`src/hw/rtl/sfr_pkg.sv`:
```
// ----------------------------------------------------------------------------
// sfr_pkg
// Shared types and constants of the streaming find-and-replace block.
// ----------------------------------------------------------------------------
package sfr_pkg;

  localparam int unsigned RegWidth  = 64;
  localparam int unsigned LenWidth  = 5;
  localparam int unsigned IdxWidth  = 3;

  // Longest pattern and replacement held by the configuration registers.
  localparam int unsigned PatternMax     = 16;
  localparam int unsigned ReplacementMax = 16;

  // Configuration register indexes.
  localparam logic [IdxWidth-1:0] RegPatLen = 3'd0;
  localparam logic [IdxWidth-1:0] RegPatLo  = 3'd1;
  localparam logic [IdxWidth-1:0] RegPatHi  = 3'd2;
  localparam logic [IdxWidth-1:0] RegRepLen = 3'd3;
  localparam logic [IdxWidth-1:0] RegRepLo  = 3'd4;
  localparam logic [IdxWidth-1:0] RegRepHi  = 3'd5;

  // Input word as it travels through the queue.
  typedef struct packed {
    logic [7:0] text_byte;
    logic       final_byte;
  } in_word_t;

  // One result word.
  typedef struct packed {
    logic [7:0] result_byte;
    logic       has_byte;
    logic       end_of_text;
  } out_word_t;

  // Back-end sequencer states.
  typedef enum logic [2:0] {
    ST_IDLE,
    ST_FALL,
    ST_CHECK,
    ST_REPL,
    ST_FLUSH,
    ST_MARK,
    ST_BUILD
  } state_t;

endpackage

```
`src/hw/rtl/sfr_if.sv`:
```
// ----------------------------------------------------------------------------
// sfr_if
// Valid/ready channel carrying one payload word.
// ----------------------------------------------------------------------------
interface sfr_if #(
  parameter type word_t = logic
);
  logic  valid;
  logic  ready;
  word_t data;

  modport source (output valid, output data, input ready);
  modport sink (input valid, input data, output ready);
endinterface

```
`src/hw/rtl/stream_find_replace_all_top.sv`:
```
// ----------------------------------------------------------------------------
// stream_find_replace_all_top
// Streaming find-and-replace of every leftmost non-overlapping occurrence.
// ----------------------------------------------------------------------------
// Words enter a two-entry queue and are handled one at a time by a sequencer
// that emits at most one result word per cycle. A word is taken from the
// queue in IDLE and then matched in CHECK; with an empty pattern a word
// passes straight through from IDLE. Each failure fallback re-emits the
// dropped pattern bytes in FALL and then matches again, a completed match
// emits the replacement bytes in REPL, and a final byte flushes the held
// pattern bytes in FLUSH, with MARK closing the text. Every result waits
// while the output is stalled. After a pattern write the failure table is
// rebuilt in BUILD; the user must write configuration only while no word is
// in flight, and the block itself does not enforce this.
module stream_find_replace_all_top
  import sfr_pkg::*;
(
  input  logic                clk,
  input  logic                rst,
  input  logic                cfg_write,
  input  logic [IdxWidth-1:0] cfg_index,
  input  logic [RegWidth-1:0] cfg_data,
  sfr_if.sink                 text_in,
  sfr_if.source               result_out
);

  in_word_t  q_word;
  logic      q_full, q_nonempty, q_pop;
  in_word_t  front_word;
  out_word_t res_word;

  // Front end: accept words into the queue.
  assign text_in.ready = !q_full;
  assign front_word    = text_in.data;

  sfr_queue u_queue (
    .clk       (clk),
    .rst       (rst),
    .push      (text_in.valid && !q_full),
    .push_word (front_word),
    .full      (q_full),
    .pop       (q_pop),
    .pop_word  (q_word),
    .not_empty (q_nonempty)
  );

  sfr_engine u_engine (
    .clk       (clk),
    .rst       (rst),
    .cfg_write (cfg_write),
    .cfg_index (cfg_index),
    .cfg_data  (cfg_data),
    .in_valid  (q_nonempty),
    .in_word   (q_word),
    .in_pop    (q_pop),
    .out_valid (result_out.valid),
    .out_word  (res_word),
    .out_ready (result_out.ready)
  );

  assign result_out.data = res_word;

endmodule

```
`src/hw/rtl/sfr_queue.sv`:
```
// ----------------------------------------------------------------------------
// sfr_queue
// Two-entry queue between the front end and the back end.
// ----------------------------------------------------------------------------
module sfr_queue
  import sfr_pkg::*;
(
  input  logic     clk,
  input  logic     rst,
  input  logic     push,
  input  in_word_t push_word,
  output logic     full,
  input  logic     pop,
  output in_word_t pop_word,
  output logic     not_empty
);

  in_word_t   slots [2];
  logic       wr_ptr;
  logic       rd_ptr;
  logic [1:0] fill;

  assign full      = (fill == 2'd2);
  assign not_empty = (fill != 2'd0);
  assign pop_word  = slots[rd_ptr];

  // Pointers and fill count.
  always_ff @(posedge clk) begin
    if (rst) begin
      wr_ptr <= 1'b0;
      rd_ptr <= 1'b0;
      fill   <= 2'd0;
    end else begin
      if (push) wr_ptr <= ~wr_ptr;
      if (pop) rd_ptr <= ~rd_ptr;
      fill <= fill + {1'b0, push} - {1'b0, pop};
    end
  end

  // Storage.
  always_ff @(posedge clk) begin
    if (push) slots[wr_ptr] <= push_word;
  end

endmodule

```
`src/hw/rtl/sfr_engine.sv`:
```
// ----------------------------------------------------------------------------
// sfr_engine
// Back end: matcher with failure table, replacement and flush sequencing.
// ----------------------------------------------------------------------------
module sfr_engine
  import sfr_pkg::*;
(
  input  logic                   clk,
  input  logic                   rst,
  input  logic                   cfg_write,
  input  logic [IdxWidth-1:0]    cfg_index,
  input  logic [RegWidth-1:0]    cfg_data,
  input  logic                   in_valid,
  input  in_word_t               in_word,
  output logic                   in_pop,
  output logic                   out_valid,
  output out_word_t              out_word,
  input  logic                   out_ready
);

  localparam int unsigned CntW = $clog2(PatternMax + 1);
  localparam int unsigned PIdxW = (PatternMax > 1) ? $clog2(PatternMax) : 1;
  localparam int unsigned RCntW = $clog2(ReplacementMax + 1);

  logic [LenWidth-1:0] pat_len_reg;
  logic [LenWidth-1:0] rep_len_reg;
  logic [63:0]         pat_lo, pat_hi, rep_lo, rep_hi;
  logic [CntW-1:0]     fail_tab [PatternMax];

  state_t          state, state_next;
  logic [CntW-1:0] q;
  logic [CntW-1:0] nq;
  logic [CntW-1:0] idx;
  logic [CntW-1:0] bi;
  logic [CntW-1:0] bk;
  logic [7:0]      cur_c;
  logic            cur_last;
  logic            emitted;
  logic            out_busy;

  logic [CntW-1:0]  m;
  logic [RCntW-1:0] r;

  // Byte pickers; bytes past the sixteen held read as zero.
  function automatic logic [7:0] pick(input logic [63:0] lo, input logic [63:0] hi,
                                      input logic [6:0] i);
    logic [7:0] b;
    b = 8'd0;
    if (i < 7'd8) b = lo[i[2:0]*8 +: 8];
    else if (i < 7'd16) b = hi[i[2:0]*8 +: 8];
    return b;
  endfunction

  always_comb begin
    m = (pat_len_reg > LenWidth'(PatternMax)) ? CntW'(PatternMax) : CntW'(pat_len_reg);
    r = (rep_len_reg > LenWidth'(ReplacementMax)) ? RCntW'(ReplacementMax)
                                                  : RCntW'(rep_len_reg);
  end

  logic [7:0] pat_q, pat_idx, pat_bi, pat_bk, rep_idx;
  assign pat_q   = pick(pat_lo, pat_hi, 7'(q));
  assign pat_idx = pick(pat_lo, pat_hi, 7'(idx));
  assign pat_bi  = pick(pat_lo, pat_hi, 7'(bi));
  assign pat_bk  = pick(pat_lo, pat_hi, 7'(bk));
  assign rep_idx = pick(rep_lo, rep_hi, 7'(idx));

  logic pat_cfg;
  assign pat_cfg = cfg_write && (cfg_index == RegPatLen || cfg_index == RegPatLo ||
                                 cfg_index == RegPatHi);

  logic cur_last_in;
  assign cur_last_in = in_word.final_byte;

  logic q_eff_zero;
  logic [CntW-1:0] fail_prev;
  assign fail_prev = (q == '0) ? '0 : fail_tab[PIdxW'(q - 1'b1)];
  logic [CntW-1:0] fail_bk;
  assign fail_bk = (bk == '0) ? '0 : fail_tab[PIdxW'(bk - 1'b1)];
  assign q_eff_zero = (q == '0);

  // Next state.
  always_comb begin
    state_next = state;
    unique case (state)
      ST_IDLE: begin
        if (in_valid && !out_busy) begin
          if (m == '0) state_next = cur_last_in ? ST_MARK : ST_IDLE;
          else state_next = ST_CHECK;
        end
      end
      ST_CHECK: begin
        if (!q_eff_zero && pat_q != cur_c) state_next = ST_FALL;
        else if (pat_q == cur_c && q + 1'b1 == m) state_next = ST_REPL;
        else if (pat_q != cur_c && out_busy) state_next = ST_CHECK;
        else state_next = cur_last ? ST_FLUSH : ST_IDLE;
      end
      ST_FALL: begin
        if (!out_busy && idx + 1'b1 >= q - nq) state_next = ST_CHECK;
      end
      ST_REPL: begin
        if (RCntW'(idx) >= r) state_next = cur_last ? ST_MARK : ST_IDLE;
        else if (!out_busy && RCntW'(idx) + 1'b1 >= r)
          state_next = cur_last ? ST_MARK : ST_IDLE;
      end
      ST_FLUSH: begin
        if (idx >= q) state_next = ST_MARK;
        else if (!out_busy && idx + 1'b1 >= q) state_next = ST_MARK;
      end
      ST_MARK: begin
        if (!out_busy) state_next = ST_IDLE;
      end
      ST_BUILD: begin
        if (bi >= m) state_next = ST_IDLE;
      end
      default: state_next = ST_IDLE;
    endcase
  end

  assign in_pop = (state == ST_IDLE) && in_valid && !out_busy && !pat_cfg;

  // Output register loads: decide what word is produced this cycle.
  // A full match can never follow a fallback, since the match length after a
  // fallback stays at least one short of the pattern. So the last word of a
  // final byte is always known when it is loaded, and MARK only has to add a
  // marker when nothing at all was produced.
  logic      load;
  out_word_t load_word;
  always_comb begin
    load = 1'b0;
    load_word = '{result_byte: 8'd0, has_byte: 1'b0, end_of_text: 1'b0};
    unique case (state)
      ST_IDLE: begin
        if (in_pop && m == '0) begin
          load = 1'b1;
          load_word = '{result_byte: in_word.text_byte, has_byte: 1'b1,
                        end_of_text: in_word.final_byte};
        end
      end
      ST_CHECK: begin
        if (!out_busy && q_eff_zero && pat_q != cur_c) begin
          load = 1'b1;
          load_word = '{result_byte: cur_c, has_byte: 1'b1,
                        end_of_text: cur_last && q == '0};
        end
      end
      ST_FALL: begin
        if (!out_busy) begin
          load = 1'b1;
          load_word = '{result_byte: pat_idx, has_byte: 1'b1, end_of_text: 1'b0};
        end
      end
      ST_REPL: begin
        if (!out_busy && RCntW'(idx) < r) begin
          load = 1'b1;
          load_word = '{result_byte: rep_idx, has_byte: 1'b1,
                        end_of_text: cur_last && RCntW'(idx) + 1'b1 == r};
        end
      end
      ST_FLUSH: begin
        if (!out_busy && idx < q) begin
          load = 1'b1;
          load_word = '{result_byte: pat_idx, has_byte: 1'b1,
                        end_of_text: idx + 1'b1 == q};
        end
      end
      ST_MARK: begin
        if (!out_busy && !emitted) begin
          load = 1'b1;
          load_word = '{result_byte: 8'd0, has_byte: 1'b0, end_of_text: 1'b1};
        end
      end
      ST_BUILD: load = 1'b0;
      default: load = 1'b0;
    endcase
  end

  // Output register; a pending word is held until taken.
  always_ff @(posedge clk) begin
    if (rst) begin
      out_valid <= 1'b0;
    end else if (load) begin
      out_valid <= 1'b1;
    end else if (out_valid && out_ready) begin
      out_valid <= 1'b0;
    end
  end

  always_ff @(posedge clk) begin
    if (load) out_word <= load_word;
  end

  assign out_busy = out_valid && !out_ready;

  // Sequencer registers.
  always_ff @(posedge clk) begin
    if (rst) begin
      state <= ST_IDLE;
    end else if (pat_cfg) begin
      state <= ST_BUILD;
    end else begin
      state <= state_next;
    end
  end

  always_ff @(posedge clk) begin
    if (rst) begin
      q       <= '0;
      idx     <= '0;
      nq      <= '0;
      emitted <= 1'b0;
      bi      <= '0;
      bk      <= '0;
    end else if (pat_cfg) begin
      q  <= '0;
      bi <= CntW'(1);
      bk <= '0;
    end else begin
      unique case (state)
        ST_IDLE: begin
          idx <= '0;
          emitted <= 1'b0;
          if (in_pop) begin
            cur_c    <= in_word.text_byte;
            cur_last <= in_word.final_byte;
            if (q >= m) q <= '0;
            if (m == '0) emitted <= 1'b1;
          end
        end
        ST_CHECK: begin
          idx <= '0;
          if (!q_eff_zero && pat_q != cur_c) begin
            nq <= fail_prev;
          end else if (pat_q == cur_c) begin
            if (q + 1'b1 == m) q <= '0;
            else q <= q + 1'b1;
          end else if (!out_busy) begin
            emitted <= 1'b1;
          end
        end
        ST_FALL: begin
          if (!out_busy) begin
            emitted <= 1'b1;
            if (idx + 1'b1 >= q - nq) begin
              idx <= '0;
              q   <= nq;
            end else begin
              idx <= idx + 1'b1;
            end
          end
        end
        ST_REPL: begin
          if (RCntW'(idx) >= r) idx <= '0;
          else if (!out_busy) begin
            emitted <= 1'b1;
            idx <= (RCntW'(idx) + 1'b1 >= r) ? '0 : idx + 1'b1;
          end
        end
        ST_FLUSH: begin
          if (idx >= q) begin
            idx <= '0;
            q <= '0;
          end else if (!out_busy) begin
            emitted <= 1'b1;
            if (idx + 1'b1 >= q) begin
              idx <= '0;
              q <= '0;
            end else idx <= idx + 1'b1;
          end
        end
        ST_MARK: begin
          if (!out_busy) q <= '0;
        end
        ST_BUILD: begin
          if (bi < m) begin
            if (bk != '0 && pat_bi != pat_bk) begin
              bk <= fail_bk;
            end else begin
              bk <= (pat_bi == pat_bk) ? bk + 1'b1 : bk;
              bi <= bi + 1'b1;
            end
          end
        end
        default: q <= q;
      endcase
    end
  end

  // Failure table, built one pattern position at a time after each pattern write.
  always_ff @(posedge clk) begin
    if (rst) begin
      for (int j = 0; j < PatternMax; j++) fail_tab[j] <= '0;
    end else if (pat_cfg) begin
      for (int j = 0; j < PatternMax; j++) fail_tab[j] <= '0;
    end else if (state == ST_BUILD && bi < m) begin
      if (!(bk != '0 && pat_bi != pat_bk))
        fail_tab[PIdxW'(bi)] <= (pat_bi == pat_bk) ? bk + 1'b1 : bk;
    end
  end

  // Configuration registers.
  always_ff @(posedge clk) begin
    if (rst) begin
      pat_len_reg <= '0;
      rep_len_reg <= '0;
      pat_lo <= '0;
      pat_hi <= '0;
      rep_lo <= '0;
      rep_hi <= '0;
    end else if (cfg_write) begin
      case (cfg_index)
        RegPatLen: pat_len_reg <= cfg_data[LenWidth-1:0];
        RegPatLo:  pat_lo <= cfg_data;
        RegPatHi:  pat_hi <= cfg_data;
        RegRepLen: rep_len_reg <= cfg_data[LenWidth-1:0];
        RegRepLo:  rep_lo <= cfg_data;
        RegRepHi:  rep_hi <= cfg_data;
        default:   pat_lo <= pat_lo;
      endcase
    end
  end

endmodule
```
`src/flat_wrapper.sv`:
```
// flat-port wrapper written by rule: the top's interface ports become plain ports
module stream_find_replace_all_top_flat import sfr_pkg::*;
  (clk, rst, cfg_write, cfg_index, cfg_data, text_in_valid, text_in_data, text_in_ready, result_out_valid, result_out_data, result_out_ready);
  sfr_if text_in_i ();
  sfr_if result_out_i ();
  input  logic clk;
  input  logic rst;
  input  logic cfg_write;
  input  logic [IdxWidth-1:0] cfg_index;
  input  logic [RegWidth-1:0] cfg_data;
  input wire logic [$bits(text_in_i.valid)-1:0] text_in_valid;
  input wire logic [$bits(text_in_i.data)-1:0] text_in_data;
  output wire logic [$bits(text_in_i.ready)-1:0] text_in_ready;
  output wire logic [$bits(result_out_i.valid)-1:0] result_out_valid;
  output wire logic [$bits(result_out_i.data)-1:0] result_out_data;
  input wire logic [$bits(result_out_i.ready)-1:0] result_out_ready;
  assign text_in_i.valid = text_in_valid;
  assign text_in_i.data = text_in_data;
  assign text_in_ready = text_in_i.ready;
  assign result_out_valid = result_out_i.valid;
  assign result_out_data = result_out_i.data;
  assign result_out_i.ready = result_out_ready;
  stream_find_replace_all_top u_core (.clk(clk), .rst(rst), .cfg_write(cfg_write), .cfg_index(cfg_index), .cfg_data(cfg_data), .text_in(text_in_i), .result_out(result_out_i));
endmodule
```
`config.mk`:
```
export PLATFORM = sky130hd
export DESIGN_NAME = stream_find_replace_all_top_flat
export DESIGN_NICKNAME = d
export VERILOG_FILES = /design/src/hw/rtl/sfr_pkg.sv /design/src/hw/rtl/sfr_if.sv /design/src/hw/rtl/stream_find_replace_all_top.sv /design/src/hw/rtl/sfr_queue.sv /design/src/hw/rtl/sfr_engine.sv /design/src/flat_wrapper.sv
export SDC_FILE = /design/constraint.sdc
export NUM_CORES = 1
export LEC_CHECK = 0
export BUFFER_PORTS_ARGS = -buffer_cell sky130_fd_sc_hd__buf_2
export CORE_MARGIN = 3
export CORE_UTILIZATION = 30
export DETAILED_ROUTE_END_ITERATION = 16
export GPL_TIMING_DRIVEN = 1
export SLEW_MARGIN = 20
export SYNTH_ARGS = -nofsm -noshare
export SYNTH_HDL_FRONTEND = slang
export SYNTH_SLANG_ARGS = --single-unit
export TNS_END_PERCENT = 10
```
`constraint.sdc`:
```
create_clock -name clk -period 3.6 [get_ports clk]
set_clock_uncertainty 0.05 [all_clocks]
set_input_delay 0.72 -clock clk [delete_from_list [all_inputs] [get_ports clk]]
set_output_delay 0.72 -clock clk [all_outputs]
set_load 0.01 [all_outputs]
```
==> flow_summary.yaml, run 1 <==
status:
  status: "finished clean"
timing:
  fin_setup_tns_ns: 0
  fmaxAchievable_ghz: 0.281
  slew_viol_final: 0
  grt_setup_unrepaired: "true"
  final-hold-violation-count: 0
  worstMarginPinSlew_ns: 0.952
  final.min_clock_period_ns: 3.56
  finalCritPeriodShare_pct: 98.8
  slew_headroom_pct: 36.3
  setup_violations: 0
route:
  drt_iter0_drc: 1485
  drc: 0
  routedWlPerCell_um: 20.9
  vias: 13100
  ant_nets: 0
  first_pass_iters: 5
  via_per_inst: 5.56
  routed_wirelength_mm: 49.3
floorplanning:
  coreArea_um2: 49300
  die_w_um: 230
  initial_utilization_pct: 30.5
  rows: 81
  num_io_pins: 76
  die_h_um: 230
  dieArea_um2: 52900
setup_path:
  worst_setup_path_start_kind: "register"
  path_max_fanout: 20
  setup.worst_path.class: "reg -> reg"
  endpoint_kind: "register"
  cp.arrival_ns: 3.94
  worstPathRequired_ns: 3.98
pwr:
  switching_share_pct: 29.6
  peakVddDrop_v: 0.000391
  p_total_mw: 7.98
  power_density_nw_per_um2: 446
  combPwrFrac_pct: 21.1
  switchingPower_mw: 2.37
  power_frac_clock_pct: 37.8
  seqPwrFrac_pct: 41.2
  internal_power_mw: 5.61
  leakagePower_nw: 6.33
layout:
  nets: 1797
  largest_registers: "u_core.u_engine.fail_tab (80), u_core.u_engine.pat_hi (64), u_core.u_engine.pat_lo (64)"
  layout_commonest_cell: "nand2_1"
  ff_latch_area_um2: 5990
  layout_common_cells: "nand2_1 (311), dfxtp_1 (168), a21oi_1 (162)"
  drive_above_1_share_pct: 24.0
  regMostFlops: "u_core.u_engine.fail_tab"
  multi_input_area_um2: 8570
  area_growth_pct: 19.0
  diodes: 0
  largest_reg_flops: 80
  fillers: 4996
logic_synthesis:
  syn_inst: 1547
  synth-edff-count: 84
  syn_area_um2: 15000
  yosysSeqAreaShare_pct: 39.8
  ys_seq_elements: 257
  syn_avg_cell_area_um2: 9.72
  ys_async_sr_fraction_pct: 0
  dominantRegCellSynth: "dfxtp_1"
  synth-warning-count: 0
  yosysUniqueCellTypes: 70
  synth_nets: 1673
clock_network:
  h-tree-depth: 1
  clk_path_buf_depth: 3
  clkTransAtPathRegs_ns: 0.06
  clock-sinks: 257
  clk_latency_ns: 0.59
  cts_tree: "yes"
  cts_root_buffer: "clkbuf_16"
  holdBufCountCts: 0
  cts_buffers: 29
place:
  io_buffers: 75
  dp_hpwl_mm: 36.3
  place_congestion: 0.987
global_routing:
  grt_first_pass_wirelength_mm: 75.4
  grtUsageTotal_pct: 18.1
  grt_max_degree: 83
  grt-ovfl-total: 0
  grt_pass1_vias: 12600
  antenna_found_initial: 1
flow_run:
  drv_cap: 0
hold_path:
  hp-class: "in -> reg"
==> layer usage <==
layer	routed length, µm	share of wire [%]	GRT usage (%)	vias up
li1	-	-	-	5914
met1	19800	40	24.6	6365
met3	5170	10	4.35	135
met2	22400	46	28.3	700
met4	1840	3.7	5.67	2
met5	13	0.026	0	-
==> final cells by class <==
type,instances,area share [%]
multi-input combinational,1153,47.8
tap,664,4.64
inverter,35,0.734
timing repair buffer,195,7.85
sequential,257,33.5
clock inverter,8,0.384
clock buffer,46,5.07
==> through the flow <==
step                      util, %  std cells  area [µm²]  hold WS [ns]  worst slack [ns]
after floorplan                 -       1547       15000         0.401           -0.0456
after global placement       34.1       2301       16800         0.422           0.00822
after detailed placement     34.1       2301       16800         0.433           0.00185
after CTS                    36.1       2356       17800         0.287            0.0186
after global routing         36.4       2358       17900         0.305            -0.109
final                        36.4       2358       17900         0.311            0.0431
==> path summary, 6_finish.rpt <==
kind	from	slack [ns]	cells after the start	end
worst max-delay path	u_core.u_engine.bi[1]	0.04	14	u_core.u_engine.fail_tab[15][1]
worst min-delay path	text_in_data	0.31	1	u_core.u_queue.slots[1]
worst max register to register	u_core.u_engine.bi[1]	0.04	14	u_core.u_engine.fail_tab[15][1]
worst min register to register	u_core.u_engine.pat_hi[4]	0.44	2	u_core.u_engine.pat_hi[4]
==> worst max-delay path, cell delays in order (launching register included) <==
cell	delay, ns
dfxtp_1	0.40
buf_12	0.16
buf_12	0.18
mux4_2	0.37
a22o_1	0.27
a221oi_2	0.20
xor2_1	0.18
nand4_1	0.22
nor3_4	0.31
buf_4	0.24
mux2i_1	0.20
buf_4	0.16
nand2_1	0.16
buf_4	0.20
nor2_1	0.11
==> cells in the mapped netlist (3+ instances only) <==
cell / count / share of area (%)
nand2_1: 313 / 7.8
dfxtp_1: 173 / 23
a21oi_1: 163 / 5.4
nor2_1: 143 / 3.6
mux4_2: 115 / 17
edfxtp_1: 84 / 17
clkbuf_1: 66 / 1.6
ha_1: 52 / 4.3
o21ai_0: 43 / 1.4
mux2i_1: 39 / 2.6
inv_1: 32 / 0.80
nor4_1: 29 / 1.2
nand3_1: 25 / 0.83
xnor2_1: 20 / 1.2
buf_2: 18 / 0.60
nor2b_1: 18 / 0.75
nor3_1: 14 / 0.47
nand2b_1: 13 / 0.54
xor2_1: 13 / 0.76
a21o_1: 11 / 0.55
a22oi_1: 11 / 0.55
o21a_1: 11 / 0.55
a211oi_1: 10 / 0.50
buf_1: 10 / 0.25
nand4_1: 9 / 0.37
a22o_1: 8 / 0.47
a31oi_1: 6 / 0.25
buf_6: 6 / 0.45
mux2_2: 6 / 0.45
nor3b_1: 6 / 0.30
or2_2: 6 / 0.25
a221oi_1: 5 / 0.29
o22ai_1: 5 / 0.21
and3b_1: 4 / 0.23
or3_1: 4 / 0.17
a2bb2oi_1: 3 / 0.17
a311oi_1: 3 / 0.17
o211ai_1: 3 / 0.15
o21bai_1: 3 / 0.15
o31ai_1: 3 / 0.15
==> repair_timing <==
item	in CTS	in global routing
endpoints found under the setup margin	5	161
gates resized for setup	0	24
setup buffers	1	2
pin swaps	1	4
==> power by group through the flow <==
stage                     clock [mW]  combinational (mW)  sequential (mW)
final                           3.01                1.68             3.28
after global routing            3.18                1.83             3.30
after CTS                       3.06                1.66             3.28
after detailed placement           0                1.65             3.34
after global placement             0                1.62             3.34
after floorplan                    0                1.14             3.28
==> cells by family after synthesis <==
group | Yosys count | share of synthesized area (%)
adders and majority gates | 53 | 4.46
xor gates and xnor gates | 33 | 1.92
and+or+nand+nor | 598 | 17.3
buffers and inverters | 137 | 3.92
AOI/OAI and AO/OA | 309 | 12.3
DFF | 257 | 39.8
muxes | 160 | 20.3
Note: power is estimated with default switching activity, not from simulation.
==> inputs of run 2 (changes only) <==
==> constraint.sdc (replaced) <==
create_clock -name clk -period 4 [get_ports clk]
set_clock_uncertainty 0.05 [all_clocks]
set_input_delay 0.8 -clock clk [delete_from_list [all_inputs] [get_ports clk]]
set_output_delay 0.8 -clock clk [all_outputs]
set_load 0.01 [all_outputs]
==> run 2 against run 1 <==
Effect of this change: setup slack better by 0.15 ns; power down 9.4%; sequential cell count unchanged; register-to-register slack better by 0.15 ns; clock-buffer cell count down 5; clock power down 6%; utilization down 1.2 points; non-clock buffer count down 60; die area unchanged; sequential share of layout area up 1.1 points; highest routed layer is now met4.
==> flow_summary.yaml, run 2 (synthesized netlist as in run 1, its figures left out) <==
status:
  status: "finished clean"
place:
  dpl_cell_area_um2: 16300
  io_buffers: 75
  dp_worst_setup_slack_ns: 0.246
  place_congestion: 0.923
  dp_hpwl_mm: 35.6
  numPlacedInstances: 2244
timing:
  fin_setup_tns_ns: 0
  worstMarginPinSlew_ns: 0.948
  setup_violations: 0
  grt_setup_unrepaired: "false"
  layout_setup_ws_ns: 0.192
  final-hold-violation-count: 0
  slew_headroom_pct: 36.8
  slew_viol_final: 0
  fmaxAchievable_ghz: 0.263
  hold_ws_ns: 0.403
  finalCritPeriodShare_pct: 95.2
  final.min_clock_period_ns: 3.81
layout:
  post-route-cell-area_um2: 17300
  stdcell_count: 2298
  layout_common_cells: "nand2_1 (312), dfxtp_1 (169), a21oi_1 (163)"
  largest_registers: "u_core.u_engine.fail_tab (80), u_core.u_engine.pat_hi (64), u_core.u_engine.pat_lo (64)"
  regMostFlops: "u_core.u_engine.fail_tab"
  nets: 1737
  area_growth_pct: 15.1
  drive_above_1_share_pct: 20.6
  fillers: 5008
  ff_latch_area_um2: 5990
  layout_commonest_cell: "nand2_1"
  multi_input_area_um2: 8490
  diodes: 0
  largest_reg_flops: 80
floorplanning:
  initial_utilization_pct: 30.5
  die_h_um: 230
  coreArea_um2: 49300
  dieArea_um2: 52900
  rows: 81
  num_io_pins: 76
  die_w_um: 230
route:
  via_per_inst: 5.56
  first_pass_iters: 6
  ant_nets: 0
  routed_wirelength_mm: 47.9
  drt_iter0_drc: 1196
  vias: 12800
  routedWlPerCell_um: 20.9
  drc: 0
setup_path:
  cp.arrival_ns: 4.18
  rr_worst_depth: 11
  setup.worst_path.class: "reg -> reg"
  worst_setup_path_start_kind: "register"
  worstReg2RegEnd: "u_core.u_engine.fail_tab[14][1]"
  critPathSlowestCell: "dfxtp_4"
  ff2ff_setup_slack_ns: 0.19
  crit_chain: "buf_4 -> mux4_2 -> mux2i_1 -> o22ai_1 -> xnor2_1 -> nand2_1 -> nor3_4 -> buf_4 -> mux2i_1 -> nand2_1 -> nor2_1"
  crit_path_max_incr_delay_ns: 0.53
  endpoint_kind: "register"
  worstPathRequired_ns: 4.38
  critPathLaunch: "u_core.u_engine.bk[0]"
  crit_path_end: "u_core.u_engine.fail_tab[14][1]"
  regToRegStartpoint: "u_core.u_engine.bk[0]"
  path_max_fanout: 15
clock_network:
  clk_path_buf_depth: 3
  cts_root_buffer: "clkbuf_16"
  clkTransAtPathRegs_ns: 0.06
  holdBufCountCts: 0
  clk_latency_ns: 0.58
  h-tree-depth: 1
  clock-sinks: 257
  cts_tree: "yes"
  cts_buffers: 29
pwr:
  peakVddDrop_v: 0.000306
  leakagePower_nw: 6.00
  power_density_nw_per_um2: 418
hold_path:
  worstHoldStart: "text_in_data"
  hp-class: "in -> reg"
global_routing:
  grtUsageTotal_pct: 17.5
  grt-ovfl-total: 0
  grt_first_pass_wirelength_mm: 73.4
  grt_max_degree: 84
  gr-usage-met2_pct: 27.2
  antenna_found_initial: 0
  grt_use_met1_pct: 24.5
  grt_pass1_vias: 12300
  globalRouteMet3Util_pct: 4.20
  busiest_layer: "met2"
flow_run:
  drv_cap: 0
run 2: timing repair:
action                                  CTS  global route
buffers inserted                          0             0
gates resized for setup                   0             2
endpoints found under the setup margin    0             6
run 2: per-stage QoR:
stage	utilization [%]	total power, mW
after CTS	35.1	7.24
after global routing	35.2	7.52
final	35.2	7.23
after global placement	33.0	4.40
after detailed placement	33.0	4.43
after floorplan	-	3.97
run 2: worst min path at each step:
stage                                     end  slack, ns  cells after the start
2_1_floorplan      u_core.u_engine.pat_hi[35]       0.40                      2
6_report              u_core.u_queue.slots[0]       0.40                      1
4_1_cts               u_core.u_queue.slots[0]       0.38                      1
3_5_place_dp   u_core.u_engine.rep_len_reg[0]       0.43                      2
5_1_grt               u_core.u_queue.slots[0]       0.38                      1
3_3_place_gp       u_core.u_engine.pat_hi[19]       0.43                      2
run 2: final cells by class:
cell class / count / area share, %
inverters: 35 / 0.759
clock inverters: 13 / 0.737
repair buffers: 135 / 4.85
clock buffers: 41 / 5.23
flip-flops and latches: 257 / 34.6
well taps: 664 / 4.80
multi-input cells: 1153 / 49.0
run 2: critical path, delay by kind of cell (launching register included):
family          cells  cell delay, ns
simple gates        4            0.81
flops               1            0.53
buf+inv             2            0.54
compound gates      1            0.14
xor+xnor            1            0.17
mux                 3            1.38
run 2: power by group:
part           leakage, nW  total (mW)  internal (mW)  switching, mW
sequential            2.29        2.97           2.83          0.147
clock                0.503        2.83           1.66           1.17
combinational         3.21        1.43          0.623          0.802
run 2: per-layer routing:
| layer | share of wire [%] | vias up |
|---|---|---|
| met4 | 2.9 | 0 |
| li1 | - | 5779 |
| met2 | 45 | 627 |
| met3 | 9.5 | 96 |
| met1 | 43 | 6280 |
| met5 | 0 | - |
